<file path="config.mk">
export PLATFORM = sky130hd
export DESIGN_NAME = deadline_release_ring_queue_flat
export DESIGN_NICKNAME = d
export VERILOG_FILES = /design/src/hdl/drrq_pkg.sv /design/src/hdl/drrq_if.sv /design/src/hdl/deadline_release_ring_queue.sv /design/src/flat_wrapper.sv
export SDC_FILE = /design/constraint.sdc
export NUM_CORES = 1
export LEC_CHECK = 0
export BUFFER_PORTS_ARGS = -buffer_cell sky130_fd_sc_hd__buf_2
export CORE_MARGIN = 5
export CORE_UTILIZATION = 59
export CTS_BUF_LIST = sky130_fd_sc_hd__clkbuf_4
export CTS_CLUSTER_DIAMETER = 40
export DETAILED_ROUTE_END_ITERATION = 7
export PLACE_DENSITY = 0.8
export SLEW_MARGIN = 40
export SYNTH_ARGS = -nofsm -noshare
export SYNTH_HDL_FRONTEND = slang
export SYNTH_SLANG_ARGS = --single-unit
export TNS_END_PERCENT = 20
</file>
<file path="constraint.sdc">
create_clock -name clock -period 4.3 [get_ports clock]
set_clock_uncertainty 0.2 [all_clocks]
set_input_delay 0.43 -clock clock [delete_from_list [all_inputs] [get_ports clock]]
set_output_delay 0.43 -clock clock [all_outputs]
set_load 0.01 [all_outputs]
</file>
<file path="src/hdl/drrq_pkg.sv">
// Package for the deadline release ring queue.
// Holds the field widths, operation and status codes, and the sequencer state type.
// No dependencies.
package drrq_pkg;

   localparam int VIEW_W = 8;
   localparam int TIME_W = 32;

   localparam logic OP_ENQUEUE = 1'b0;
   localparam logic OP_RELEASE = 1'b1;

   localparam logic STATUS_OK   = 1'b0;
   localparam logic STATUS_FULL = 1'b1;

   typedef enum logic [1:0] {
      ST_IDLE,
      ST_SCAN,
      ST_DRAIN
   } state_type;

endpackage

</file>
<file path="src/hdl/drrq_if.sv">
// Valid/ready channel interfaces for the deadline release ring queue.
// Depends on drrq_pkg for the field widths.
interface drrq_req_if
   import drrq_pkg::*;
   ();
   logic              valid;
   logic              ready;
   logic              op;
   logic [VIEW_W-1:0] view_id;
   logic [TIME_W-1:0] time_value;

   modport source (output valid, output op, output view_id, output time_value, input ready);
   modport sink   (input valid, input op, input view_id, input time_value, output ready);
endinterface

interface drrq_rsp_if
   import drrq_pkg::*;
   ();
   logic              valid;
   logic              ready;
   logic [VIEW_W-1:0] released_view;
   logic              released;
   logic              status;
   logic              last;

   modport source (output valid, output released_view, output released, output status,
                   output last, input ready);
   modport sink   (input valid, input released_view, input released, input status,
                   input last, output ready);
endinterface

</file>
<file path="src/hdl/deadline_release_ring_queue.sv">
// Top level of the deadline release ring queue: entry memory, scan sequencer, result register.
// Depends on drrq_pkg and the channel interfaces in drrq_if.sv.
//
// The block keeps a ring of up to QUEUE_DEPTH pending (view id, due tick) entries in a
// one-write, one-read memory with registered read data. An enqueue request appends an
// entry at the tail, or reports a full queue, and gives exactly one response: it is
// accepted, then the response is handed to the output register. A release request
// carries the current tick and walks every stored entry once, from the head, through a
// single shared unsigned 32-bit compare: one entry is read per cycle unless the scan is
// stalled, and the entry read in the previous cycle is compared. Entries whose due
// tick is at or below the current tick are released as responses in ring order; the
// others are written back behind the new head, so they keep their order. Each released
// view is held in a pending register until the next due entry or the end of the pass,
// so the block knows which one is the final response and flags it with last; when
// nothing is due, one empty response with last set is given. A stalled response
// channel pauses the scan only when a second due entry is found while the output
// register is still occupied. One request is worked on at a time: req_port.ready is
// high only while the sequencer is idle. The memory needs no clearing after reset,
// since only stored entries are ever read.
module deadline_release_ring_queue
   import drrq_pkg::*;
   #(
      parameter int QUEUE_DEPTH = 16
   )
   (
      input  logic           clock,
      input  logic           reset,
      drrq_req_if.sink       req_port,
      drrq_rsp_if.source     rsp_port
   );

   localparam int IDX_W = (QUEUE_DEPTH > 1) ? $clog2(QUEUE_DEPTH) : 1;
   localparam int CNT_W = $clog2(QUEUE_DEPTH + 1);
   localparam int SUM_W = CNT_W + 1;

   // Entry memory: written at one address and read at one address per cycle.
   logic [VIEW_W-1:0] mem_view [QUEUE_DEPTH];
   logic [TIME_W-1:0] mem_due  [QUEUE_DEPTH];
   logic [VIEW_W-1:0] rd_view_ff;
   logic [TIME_W-1:0] rd_due_ff;

   logic              mem_we;
   logic [IDX_W-1:0]  mem_waddr;
   logic [VIEW_W-1:0] mem_wview;
   logic [TIME_W-1:0] mem_wdue;
   logic              mem_re;

   // Sequencer and queue state.
   state_type         state_ff, state_in;
   logic [IDX_W-1:0]  head_ff, head_in;
   logic [CNT_W-1:0]  count_ff, count_in;
   logic [CNT_W-1:0]  pass_ff, pass_in;
   logic [CNT_W-1:0]  iss_ff, iss_in;
   logic [CNT_W-1:0]  kept_ff, kept_in;
   logic [IDX_W-1:0]  rd_ptr_ff, rd_ptr_in;
   logic [IDX_W-1:0]  wr_ptr_ff, wr_ptr_in;
   logic [TIME_W-1:0] tick_ff, tick_in;
   logic              rdv_ff, rdv_in;

   // One pending response, held until the block knows whether it is the final one.
   logic              hold_valid_ff, hold_valid_in;
   logic [VIEW_W-1:0] hold_view_ff, hold_view_in;
   logic              hold_rel_ff, hold_rel_in;
   logic              hold_status_ff, hold_status_in;

   // Output register.
   logic              rsp_valid_ff, rsp_valid_in;
   logic [VIEW_W-1:0] rsp_view_ff, rsp_view_in;
   logic              rsp_rel_ff, rsp_rel_in;
   logic              rsp_status_ff, rsp_status_in;
   logic              rsp_last_ff, rsp_last_in;

   logic              out_free;
   logic              due;
   logic              stall;
   logic              full;
   logic [SUM_W-1:0]  tail_sum;
   logic [IDX_W-1:0]  tail_idx;
   logic [IDX_W-1:0]  rd_ptr_next;
   logic [IDX_W-1:0]  wr_ptr_next;

   assign out_free = !rsp_valid_ff || rsp_port.ready;
   assign due      = (rd_due_ff <= tick_ff);
   assign stall    = rdv_ff && due && hold_valid_ff && !out_free;
   assign full     = (count_ff == CNT_W'(QUEUE_DEPTH));

   // The tail slot is head plus count, which stays below twice the depth.
   assign tail_sum = SUM_W'(head_ff) + SUM_W'(count_ff);
   assign tail_idx = (tail_sum >= SUM_W'(QUEUE_DEPTH)) ?
                     IDX_W'(tail_sum - SUM_W'(QUEUE_DEPTH)) : IDX_W'(tail_sum);

   assign rd_ptr_next = (rd_ptr_ff == IDX_W'(QUEUE_DEPTH - 1)) ? '0 : rd_ptr_ff + 1'b1;
   assign wr_ptr_next = (wr_ptr_ff == IDX_W'(QUEUE_DEPTH - 1)) ? '0 : wr_ptr_ff + 1'b1;

   always_ff @(posedge clock) begin
      if (mem_we) begin
         mem_view[mem_waddr] <= mem_wview;
         mem_due[mem_waddr]  <= mem_wdue;
      end
      if (mem_re) begin
         rd_view_ff <= mem_view[rd_ptr_ff];
         rd_due_ff  <= mem_due[rd_ptr_ff];
      end
   end

   always_ff @(posedge clock) begin
      if (reset) begin
         state_ff      <= ST_IDLE;
         head_ff       <= '0;
         count_ff      <= '0;
         rdv_ff        <= 1'b0;
         hold_valid_ff <= 1'b0;
         rsp_valid_ff  <= 1'b0;
      end else begin
         state_ff      <= state_in;
         head_ff       <= head_in;
         count_ff      <= count_in;
         rdv_ff        <= rdv_in;
         hold_valid_ff <= hold_valid_in;
         rsp_valid_ff  <= rsp_valid_in;
      end
   end

   always_ff @(posedge clock) begin
      pass_ff        <= pass_in;
      iss_ff         <= iss_in;
      kept_ff        <= kept_in;
      rd_ptr_ff      <= rd_ptr_in;
      wr_ptr_ff      <= wr_ptr_in;
      tick_ff        <= tick_in;
      hold_view_ff   <= hold_view_in;
      hold_rel_ff    <= hold_rel_in;
      hold_status_ff <= hold_status_in;
      rsp_view_ff    <= rsp_view_in;
      rsp_rel_ff     <= rsp_rel_in;
      rsp_status_ff  <= rsp_status_in;
      rsp_last_ff    <= rsp_last_in;
   end

   always_comb begin
      state_in       = state_ff;
      head_in        = head_ff;
      count_in       = count_ff;
      pass_in        = pass_ff;
      iss_in         = iss_ff;
      kept_in        = kept_ff;
      rd_ptr_in      = rd_ptr_ff;
      wr_ptr_in      = wr_ptr_ff;
      tick_in        = tick_ff;
      rdv_in         = rdv_ff;
      hold_valid_in  = hold_valid_ff;
      hold_view_in   = hold_view_ff;
      hold_rel_in    = hold_rel_ff;
      hold_status_in = hold_status_ff;

      rsp_valid_in  = rsp_valid_ff && !rsp_port.ready;
      rsp_view_in   = rsp_view_ff;
      rsp_rel_in    = rsp_rel_ff;
      rsp_status_in = rsp_status_ff;
      rsp_last_in   = rsp_last_ff;

      mem_we    = 1'b0;
      mem_waddr = wr_ptr_ff;
      mem_wview = rd_view_ff;
      mem_wdue  = rd_due_ff;
      mem_re    = 1'b0;

      req_port.ready = 1'b0;

      case (state_ff)
         ST_IDLE: begin
            req_port.ready = 1'b1;
            if (req_port.valid) begin
               if (req_port.op == OP_ENQUEUE) begin
                  hold_valid_in  = 1'b1;
                  hold_view_in   = '0;
                  hold_rel_in    = 1'b0;
                  hold_status_in = full ? STATUS_FULL : STATUS_OK;
                  if (!full) begin
                     mem_we    = 1'b1;
                     mem_waddr = tail_idx;
                     mem_wview = req_port.view_id;
                     mem_wdue  = req_port.time_value;
                     count_in  = count_ff + 1'b1;
                  end
                  state_in = ST_DRAIN;
               end else begin
                  // The head moves past every visited entry; kept entries land behind it.
                  tick_in       = req_port.time_value;
                  pass_in       = count_ff;
                  iss_in        = '0;
                  kept_in       = '0;
                  rd_ptr_in     = head_ff;
                  wr_ptr_in     = tail_idx;
                  head_in       = tail_idx;
                  hold_valid_in = 1'b0;
                  rdv_in        = 1'b0;
                  state_in      = ST_SCAN;
               end
            end
         end

         ST_SCAN: begin
            if (!stall) begin
               if (rdv_ff) begin
                  if (due) begin
                     if (hold_valid_ff) begin
                        rsp_valid_in  = 1'b1;
                        rsp_view_in   = hold_view_ff;
                        rsp_rel_in    = hold_rel_ff;
                        rsp_status_in = hold_status_ff;
                        rsp_last_in   = 1'b0;
                     end
                     hold_valid_in  = 1'b1;
                     hold_view_in   = rd_view_ff;
                     hold_rel_in    = 1'b1;
                     hold_status_in = STATUS_OK;
                  end else begin
                     mem_we    = 1'b1;
                     wr_ptr_in = wr_ptr_next;
                     kept_in   = kept_ff + 1'b1;
                  end
               end
               if (iss_ff != pass_ff) begin
                  mem_re    = 1'b1;
                  rd_ptr_in = rd_ptr_next;
                  iss_in    = iss_ff + 1'b1;
                  rdv_in    = 1'b1;
               end else begin
                  rdv_in = 1'b0;
               end
               if ((iss_ff == pass_ff) && !rdv_ff) begin
                  count_in = kept_ff;
                  if (!hold_valid_ff) begin
                     hold_valid_in  = 1'b1;
                     hold_view_in   = '0;
                     hold_rel_in    = 1'b0;
                     hold_status_in = STATUS_OK;
                  end
                  state_in = ST_DRAIN;
               end
            end
         end

         ST_DRAIN: begin
            if (out_free) begin
               rsp_valid_in  = 1'b1;
               rsp_view_in   = hold_view_ff;
               rsp_rel_in    = hold_rel_ff;
               rsp_status_in = hold_status_ff;
               rsp_last_in   = 1'b1;
               hold_valid_in = 1'b0;
               state_in      = ST_IDLE;
            end
         end

         default: begin
            state_in = ST_IDLE;
         end
      endcase
   end

   assign rsp_port.valid         = rsp_valid_ff;
   assign rsp_port.released_view = rsp_view_ff;
   assign rsp_port.released      = rsp_rel_ff;
   assign rsp_port.status        = rsp_status_ff;
   assign rsp_port.last          = rsp_last_ff;

endmodule
</file>
<file path="src/flat_wrapper.sv">
// flat-port wrapper written by rule: the top's interface ports become plain ports
module deadline_release_ring_queue_flat import drrq_pkg::*;
#(
      parameter int QUEUE_DEPTH = 16
   )
  (clock, reset, req_port_valid, req_port_op, req_port_view_id, req_port_time_value, req_port_ready, rsp_port_valid, rsp_port_released_view, rsp_port_released, rsp_port_status, rsp_port_last, rsp_port_ready);
  drrq_req_if req_port_i ();
  drrq_rsp_if rsp_port_i ();
  input  logic clock;
  input  logic reset;
  input wire logic [$bits(req_port_i.valid)-1:0] req_port_valid;
  input wire logic [$bits(req_port_i.op)-1:0] req_port_op;
  input wire logic [$bits(req_port_i.view_id)-1:0] req_port_view_id;
  input wire logic [$bits(req_port_i.time_value)-1:0] req_port_time_value;
  output wire logic [$bits(req_port_i.ready)-1:0] req_port_ready;
  output wire logic [$bits(rsp_port_i.valid)-1:0] rsp_port_valid;
  output wire logic [$bits(rsp_port_i.released_view)-1:0] rsp_port_released_view;
  output wire logic [$bits(rsp_port_i.released)-1:0] rsp_port_released;
  output wire logic [$bits(rsp_port_i.status)-1:0] rsp_port_status;
  output wire logic [$bits(rsp_port_i.last)-1:0] rsp_port_last;
  input wire logic [$bits(rsp_port_i.ready)-1:0] rsp_port_ready;
  assign req_port_i.valid = req_port_valid;
  assign req_port_i.op = req_port_op;
  assign req_port_i.view_id = req_port_view_id;
  assign req_port_i.time_value = req_port_time_value;
  assign req_port_ready = req_port_i.ready;
  assign rsp_port_valid = rsp_port_i.valid;
  assign rsp_port_released_view = rsp_port_i.released_view;
  assign rsp_port_released = rsp_port_i.released;
  assign rsp_port_status = rsp_port_i.status;
  assign rsp_port_last = rsp_port_i.last;
  assign rsp_port_i.ready = rsp_port_ready;
  deadline_release_ring_queue #(.QUEUE_DEPTH(QUEUE_DEPTH)) u_core (.clock(clock), .reset(reset), .req_port(req_port_i), .rsp_port(rsp_port_i));
endmodule
</file>
==> results of run 1 <==
[metal layers]
metal	share of wire (%)	vias to the layer above	global-route usage, %	wire (µm)
li1	-	6691	-	-
met1	39	8085	33.3	25800
met2	51	794	39.4	34200
met3	8.1	98	5.23	5420
met4	2.0	0	9.08	1330
met5	0	-	0	0
[sequential cells by signal (all words and copies together), names as in the netlist, 2 cells and up]
name                           cells
u_core.count_ff                    5
u_core.head_ff                     4
u_core.hold_view_ff                8
u_core.iss_ff                      5
u_core.kept_ff                     5
u_core.mem_due                   512
u_core.mem_view                  128
u_core.pass_ff                     5
u_core.rd_due_ff                  32
u_core.rd_ptr_ff                   4
u_core.rd_view_ff                  8
u_core.rsp_port.released_view      8
u_core.state_ff                    2
u_core.tick_ff                    32
u_core.wr_ptr_ff                   4
[per-stage QoR]
step	util (%)	power, mW	instance area [µm²]
after floorplan	-	10.3	30600
after global placement	62.8	10.8	32200
after detailed placement	62.8	10.9	32200
after CTS	68.9	16.9	35400
after global routing	69.0	17.5	35400
final	69.0	16.7	35400
[power groups by stage]
stage / sequential, mW / combinational, mW / clock [mW]
2_1_floorplan: 8.99 / 1.29 / 0
6_report: 8.86 / 1.96 / 5.89
5_1_grt: 8.87 / 2.10 / 6.50
4_1_cts: 8.86 / 1.96 / 6.04
3_3_place_gp: 9.01 / 1.81 / 0
3_5_place_dp: 9.02 / 1.88 / 0
[synth_stat cells, types with 3 or more instances]
cell type  instances
clkbuf_1          26
nor2b_1            6
nand2_1           51
edfxtp_1         756
or2_2              4
a211oi_1           5
a21o_1             4
buf_2             21
ha_1              45
mux2i_1            9
buf_4              4
nand4_1            6
xor2_1             4
mux4_2           200
mux2_2            45
o21ai_0           17
dfxtp_1           14
buf_1              9
nor2_1            19
a21oi_1           49
nor3_1             3
inv_1             42
o21a_1             3
and4_1             3
and2_1             9
nand2b_1           4
nand3_1           11
xnor2_1           13
a31oi_1            6
[kinds of logic after synthesis]
logic type,after synthesis
mux,254
xor+xnor,17
flops,770
compound gates,107
fa+ha+maj,46
simple gates,128
buf+inv,102
[worst reg2reg max path: stages, from the launching register on]
cell	delay, ns
edfxtp_1	0.42
ha_1	0.35
nand4_1	0.16
or2_1	0.25
a31o_1	0.19
o22ai_2	0.46
o211ai_2	0.30
buf_4	0.27
a21oi_4	0.16
buf_4	0.47
[cell type report]
cell class              instances  area (µm²)  area share, %
inverters                      42         158          0.446
clock inverters                67         392           1.11
clock buffers                 261        1960           5.54
repair buffers                198        1650           4.67
well taps                     680         851           2.40
diodes                          3        7.51         0.0212
flip-flops and latches        770       23000           64.9
multi-input cells             552        7380           20.9
[how the worst max path moves through the flow]
stage                         start                    end  slack (ns)  depth (start not counted)
2_1_floorplan  u_core.rd_due_ff[15]  u_core.mem_due[10][0]       -0.12                          6
3_3_place_gp   u_core.rd_due_ff[13]  u_core.mem_due[5][19]        0.76                          9
3_5_place_dp   u_core.rd_due_ff[13]  u_core.mem_due[5][18]        0.68                          9
4_1_cts        u_core.rd_due_ff[15]  u_core.mem_due[5][30]        0.65                          9
5_1_grt        u_core.rd_due_ff[15]  u_core.mem_due[5][11]        0.52                          9
6_report       u_core.rd_due_ff[29]  u_core.mem_due[5][19]        0.61                          9
==> results.py, run 1 <==
metrics = {
    "outcome": {
        "run_status": "completed",
    },
    "synthesis": {
        "synth_fa_ha_area_share_pct": 1.91,
        "synth.avg_cell_area_um2": 21.5,
        "yosys.area.top_type_share_pct": 74.2,
        "synth_edf_count": 756,
        "synth_compound_area_share_pct": 2.25,
        "synthTopCellsByArea": "edfxtp_1, mux4_2, ha_1, mux2_2, dfxtp_1",
        "synth_cell_type_count": 59,
        "ys_seq_area_share_pct": 75.1,
        "synthCells": 1424,
        "synth_top_family_by_area": "multiplexers",
        "syn_nets": 1515,
        "synth_top_cell_by_area": "edfxtp_1",
        "synth-xor-area-share_pct": 0.487,
        "synthMuxAreaShare_pct": 16.7,
        "synth_ff_type": "edfxtp_1",
        "yosys_warnings": 0,
        "synth_simple_gate_area_share_pct": 2.17,
        "synth-seq-cells": 770,
        "async_flop_share_pct": 0,
        "synth.cell_area_um2": 30600,
    },
    "die": {
        "core_area_um2": 51300,
        "die_w_um": 238,
        "die_area_um2": 56500,
        "start_util_pct": 59.6,
        "die-height_um": 238,
        "pin_count": 58,
        "num_rows": 83,
    },
    "drt": {
        "drc_errors": 0,
        "dr.pass1.iters": 5,
        "drt_iter0_markers": 1903,
        "vias": 15700,
        "drt-total-wl_mm": 66.8,
        "vias_per_cell": 6.09,
        "antenna_left": 0,
        "wl_per_cell_um": 26.0,
    },
    "clock_tree": {
        "cts_tree": "done",
        "post_cts_resized": 0,
        "cts_buffers": 184,
        "postCtsSetupBuffers": 0,
        "clk_pin_slew_ns": 0.08,
        "numClockSinks": 770,
        "cts_hold_buffers": 79,
        "cts.htree.levels": 4,
        "clock-root-buffer": "clkbuf_4",
        "cts.path.max_buffers": 3,
        "clock_latency_ns": 1.00,
    },
    "timing": {
        "max_freq_ghz": 0.271,
        "setup_ws_ns": 0.606,
        "setup_viol": 0,
        "slew_headroom_pct": 48.6,
        "tightest_slew_ns": 0.769,
        "post-route-period-util_pct": 85.9,
        "hold_slack_ns": 0.171,
        "slew_viol_final": 0,
        "rsz0062_at_grt": "no",
        "period_minus_slack_ns": 3.69,
        "hold_viol": 0,
        "fin_setup_tns_ns": 0,
    },
    "power_and_ir_drop": {
        "combinationalPowerShare_pct": 11.7,
        "p_switching_mw": 4.03,
        "ir_drop_v": 0.000356,
        "p_clk_share_pct": 35.3,
        "power_leakage_nw": 11.7,
        "powerDensity_nw_per_um2": 472,
        "seqPwrFrac_pct": 53.0,
        "p_int_mw": 12.7,
        "switching_share_pct": 24.1,
    },
    "critical_path": {
        "cpMaxStageDelayCell": "buf_4",
        "endpoint_kind": "flip-flop",
        "crit_path_max_fanout": 26,
        "crit_top_cell": "buf_4",
        "worstPathCellList": "ha_1 > nand4_1 > or2_1 > a31o_1 > o22ai_2 > o211ai_2 > buf_4 > a21oi_4 > buf_4",
        "crit_type": "reg -> reg",
        "critical_path_required_ns": 4.68,
        "r2r_setup_slack_ns": 0.61,
        "crit_buf_inv": 2,
        "reg2reg_depth": 9,
        "slowest_delay_ns": 0.47,
        "cp.arrival_ns": 4.07,
        "r2r_start": "u_core.rd_due_ff[29]",
        "r2r_end": "u_core.mem_due[5][19]",
        "critical_path.top_delay_family": "compound AO/OA/AOI/OAI gates",
        "start_kind": "flip-flop",
    },
    "cells_and_area": {
        "layout_common_cells": "edfxtp_1, clkbuf_4, mux4_2, dlygate4sd3_1, buf_2",
        "fin_cells": 2573,
        "drive_gt1_share_pct": 35.6,
        "area_growth_pct": 15.7,
        "fill_cells": 3117,
        "layout_commonest_cell": "edfxtp_1",
        "nets": 1839,
    },
    "place": {
        "port-buffer-count": 57,
        "gp_congestion": 0.827,
        "place_inst": 2162,
        "place_ws_ns": 0.678,
        "hpwl_mm": 36.3,
    },
    "worst_hold_path": {
        "hold_end": "u_core.head_ff[0]",
        "holdCritStartpoint": "reset",
        "whs_path_depth": 3,
        "hold_path_class": "in -> reg",
    },
    "global_route": {
        "antenna_found_initial": 2,
        "grt_start_max_net_pins": 102,
        "grt_pass1_vias": 16600,
        "grt-ovfl-total": 0,
        "grt_pass1_wl_mm": 102,
        "track_usage_pct": 24.3,
    },
    "job": {
        "maxCapViolCount": 0,
    },
}
No activity file was read; power rests on OpenSTA's default activity.
==> run 2: changes to the inputs <==
--- a/config.mk
+++ b/config.mk
@@ -5,6 +5,7 @@
 export SDC_FILE = /design/constraint.sdc
 export NUM_CORES = 1
 export LEC_CHECK = 0
+export ABC_AREA = 1
 export BUFFER_PORTS_ARGS = -buffer_cell sky130_fd_sc_hd__buf_2
 export CORE_MARGIN = 5
 export CORE_UTILIZATION = 59
@@ -12,6 +13,7 @@
 export CTS_CLUSTER_DIAMETER = 40
 export DETAILED_ROUTE_END_ITERATION = 7
 export PLACE_DENSITY = 0.8
+export REMOVE_ABC_BUFFERS = 1
 export SLEW_MARGIN = 40
 export SYNTH_ARGS = -nofsm -noshare
 export SYNTH_HDL_FRONTEND = slang
==> run 2 against run 1 <==
  * First-iteration DRC count rose by 30%
  * Largest cell class unchanged
  * Critical path depth rose by 7
  * Via count rose by 32%
  * Sequential cell count did not move
  * Critical endpoint is now u_core.mem_view[8][7]
==> results.py, run 2 <==
metrics = {
    "drt": {
        "vias": 20600,
        "dr.pass1.iters": 5,
        "drt_iter0_markers": 2479,
        "drc_errors": 0,
        "drt-total-wl_mm": 77.3,
        "wl_per_cell_um": 22.4,
        "vias_per_cell": 5.96,
        "antenna_left": 0,
    },
    "cells_and_area": {
        "final_core_util_pct": 68.0,
        "area_growth_pct": 14.6,
        "fill_cells": 3498,
        "largest-register": "u_core.mem_due",
        "reg_top3": "u_core.mem_due: 512 flops, u_core.mem_view: 128 flops",
        "largest_reg_flops": 512,
        "layout_commonest_cell": "edfxtp_1",
        "layout_common_cells": "edfxtp_1, clkbuf_4, inv_1, nand2_1, o21ai_0",
        "nets": 2706,
        "stdcell_area_um2": 36500,
        "fin_cells": 3455,
        "drive_gt1_share_pct": 15.9,
    },
    "timing": {
        "period_minus_slack_ns": 4.12,
        "max_freq_ghz": 0.243,
        "rsz0062_at_grt": "no",
        "post-route-period-util_pct": 95.8,
        "slew_headroom_pct": 45.6,
        "hold_viol": 0,
        "hold_slack_ns": 0.0974,
        "tightest_slew_ns": 0.816,
        "setup_viol": 0,
        "slew_viol_final": 0,
    },
    "place": {
        "hpwl_mm": 42.6,
        "place_inst": 3046,
        "gp_congestion": 0.832,
        "placed_area_um2": 33200,
        "port-buffer-count": 57,
    },
    "synthesis": {
        "synth_common_cells": "edfxtp_1, inv_1, nand2_1",
        "synth_edf_count": 756,
        "synth-seq-cells": 770,
        "synth_ff_type": "edfxtp_1",
        "synthTopCellsByArea": "edfxtp_1, mux2i_1, o211ai_1, o21ai_0, a21oi_1",
        "synthCells": 2368,
        "yosys_warnings": 0,
        "synth_top_cell_by_area": "edfxtp_1",
        "yosys.area.top_type_share_pct": 71.3,
        "async_flop_share_pct": 0,
        "ys_seq_area_share_pct": 72.1,
        "synth_cell_type_count": 38,
        "synth.avg_cell_area_um2": 13.5,
        "synth_most_common_cell": "edfxtp_1",
        "synth.cell_area_um2": 31900,
    },
    "outcome": {
        "run_status": "completed",
    },
    "worst_hold_path": {
        "hold_path_class": "in -> reg",
        "whs_path_depth": 2,
    },
    "global_route": {
        "grt_start_max_net_pins": 163,
        "grt_pass1_vias": 20700,
        "grt_pass1_wl_mm": 118,
        "antenna_found_initial": 2,
        "grt-ovfl-total": 0,
        "track_usage_pct": 26.1,
    },
    "die": {
        "die_area_um2": 58700,
        "start_util_pct": 59.3,
        "die_w_um": 242,
        "die-height_um": 242,
        "core_area_um2": 53700,
        "num_rows": 85,
        "pin_count": 58,
    },
    "clock_tree": {
        "postCtsSetupBuffers": 0,
        "clk_pin_slew_ns": 0.07,
        "cts_buffers": 183,
        "cts.htree.levels": 4,
        "clock_latency_ns": 1.05,
        "cts_tree": "done",
        "clock-root-buffer": "clkbuf_4",
        "numClockSinks": 770,
        "cts.path.max_buffers": 3,
        "post_cts_resized": 0,
    },
    "critical_path": {
        "slowest_delay_ns": 0.43,
        "worstPathCellList": "ha_1 > nand2_1 > inv_1 > nand3_1 > nor3_2 > nand2_1 > nand2_1 > nand2_1 > nand2_1 > nand2_1 > nor2_1 > nand2_1 > nand2_1 > nand3_1 > nor2_4 > buf_12",
        "path_depth": 16,
        "crit_top_cell": "nand2_1",
        "crit_path_max_fanout": 25,
        "critical_path_required_ns": 4.78,
        "cpMaxStageDelayCell": "nor2_4",
        "reg2reg_depth": 16,
        "endpoint_kind": "flip-flop",
        "crit_type": "reg -> reg",
        "start_kind": "flip-flop",
        "crit_buf_inv": 2,
        "cp.arrival_ns": 4.60,
        "critical_path.top_delay_family": "simple AND/OR/NAND/NOR gates",
    },
    "power_and_ir_drop": {
        "p_int_mw": 15.7,
        "powerDensity_nw_per_um2": 676,
        "finalPower_mw": 24.7,
        "p_switching_mw": 8.94,
        "ir_drop_v": 0.000492,
        "combinationalPowerShare_pct": 32.3,
        "seqPwrFrac_pct": 42.9,
        "power_leakage_nw": 13.6,
        "switching_share_pct": 36.2,
        "p_clk_share_pct": 24.7,
    },
    "job": {
        "maxCapViolCount": 0,
    },
}
==> run 2: cell types whose count changed in the layout (fill, tap and decap cells not counted), moves of 16 or more <==
cell	change
nor2_4	+17
nand3_1	+65
a21oi_1	+154
mux2i_1	+153
mux4_2	-200
mux2_2	-45
a21oi_4	-16
inv_1	+198
nand2_1	+188
o211ai_1	+160
nor2_1	+43
o21ai_0	+193
==> run 2: kinds of logic after synthesis <==
family,count (synthesis),share of synthesized area [%]
flip-flops,770,72.1
XOR/XNOR,16,0.440
AND/OR/NAND/NOR,425,5.64
adder cells (fa/ha/maj),46,1.83
multiplexers,162,5.09
AO/OA/AOI/OAI,571,10.3
buffers and inverters,378,4.57
==> run 2: what timing repair did <==
action / CTS / global route
setup endpoints to repair: 0 / 0
hold buffers: 79 / 0
hold endpoints to repair: 648 / 0
==> run 2: metrics by stage <==
step	setup WS, ns	setup TNS (ns)
final	0.179	0
after global routing	0.0183	0
after CTS	0.246	0
after detailed placement	0.346	0
after global placement	0.469	0
after floorplan	-7.20	-782.86
==> run 2: per-layer routing <==
layer	GRT usage, %	vias to the layer above	part of all wire [%]
met3	6.37	154	10
met1	34.5	10000	38
li1	-	9271	-
met2	43.1	1182	50
met4	8.69	0	2.2
met5	0	-	0
==> run 2: layout make-up <==
| class | count | area (µm²) | share of cell area (%) |
|---|---|---|---|
| Sequential cell | 770 | 23000 | 63.0 |
| Multi-Input combinational cell | 1220 | 7570 | 20.8 |
| Clock buffer | 259 | 1940 | 5.33 |
| Timing Repair Buffer | 192 | 1700 | 4.66 |
| Inverter | 248 | 941 | 2.58 |
| Tap cell | 696 | 871 | 2.39 |
| Clock inverter | 67 | 475 | 1.30 |
| Antenna cell | 3 | 7.51 | 0.0206 |
==> run 2: worst paths after layout <==
path,startpoint,endpoint,slack [ns]
max reg2reg,u_core.rd_due_ff[11],u_core.mem_view[8][7],0.18
max,u_core.rd_due_ff[11],u_core.mem_view[8][7],0.18
min reg2reg,u_core.hold_view_ff[5],u_core.rsp_port.released_view[5],0.25
min,req_port_time_value[18],u_core.tick_ff[18],0.1
==> run 2: worst reg2reg max path: cells and delay by family, from the launching register on <==
| kind | cells | cell delay [ns] |
|---|---|---|
| adder cells (fa/ha/maj) | 1 | 0.33 |
| flip-flops | 1 | 0.41 |
| AND/OR/NAND/NOR | 13 | 2.43 |
| buffers and inverters | 2 | 0.35 |
==> run 2: power groups by stage <==
stage | combinational [mW] | sequential, mW | clock (mW)
final | 7.98 | 10.6 | 6.11
after global routing | 8.64 | 10.6 | 6.64
after CTS | 7.83 | 10.6 | 6.18
after detailed placement | 7.67 | 10.7 | 0
after global placement | 7.39 | 10.7 | 0
after floorplan | 4.16 | 11.1 | 0
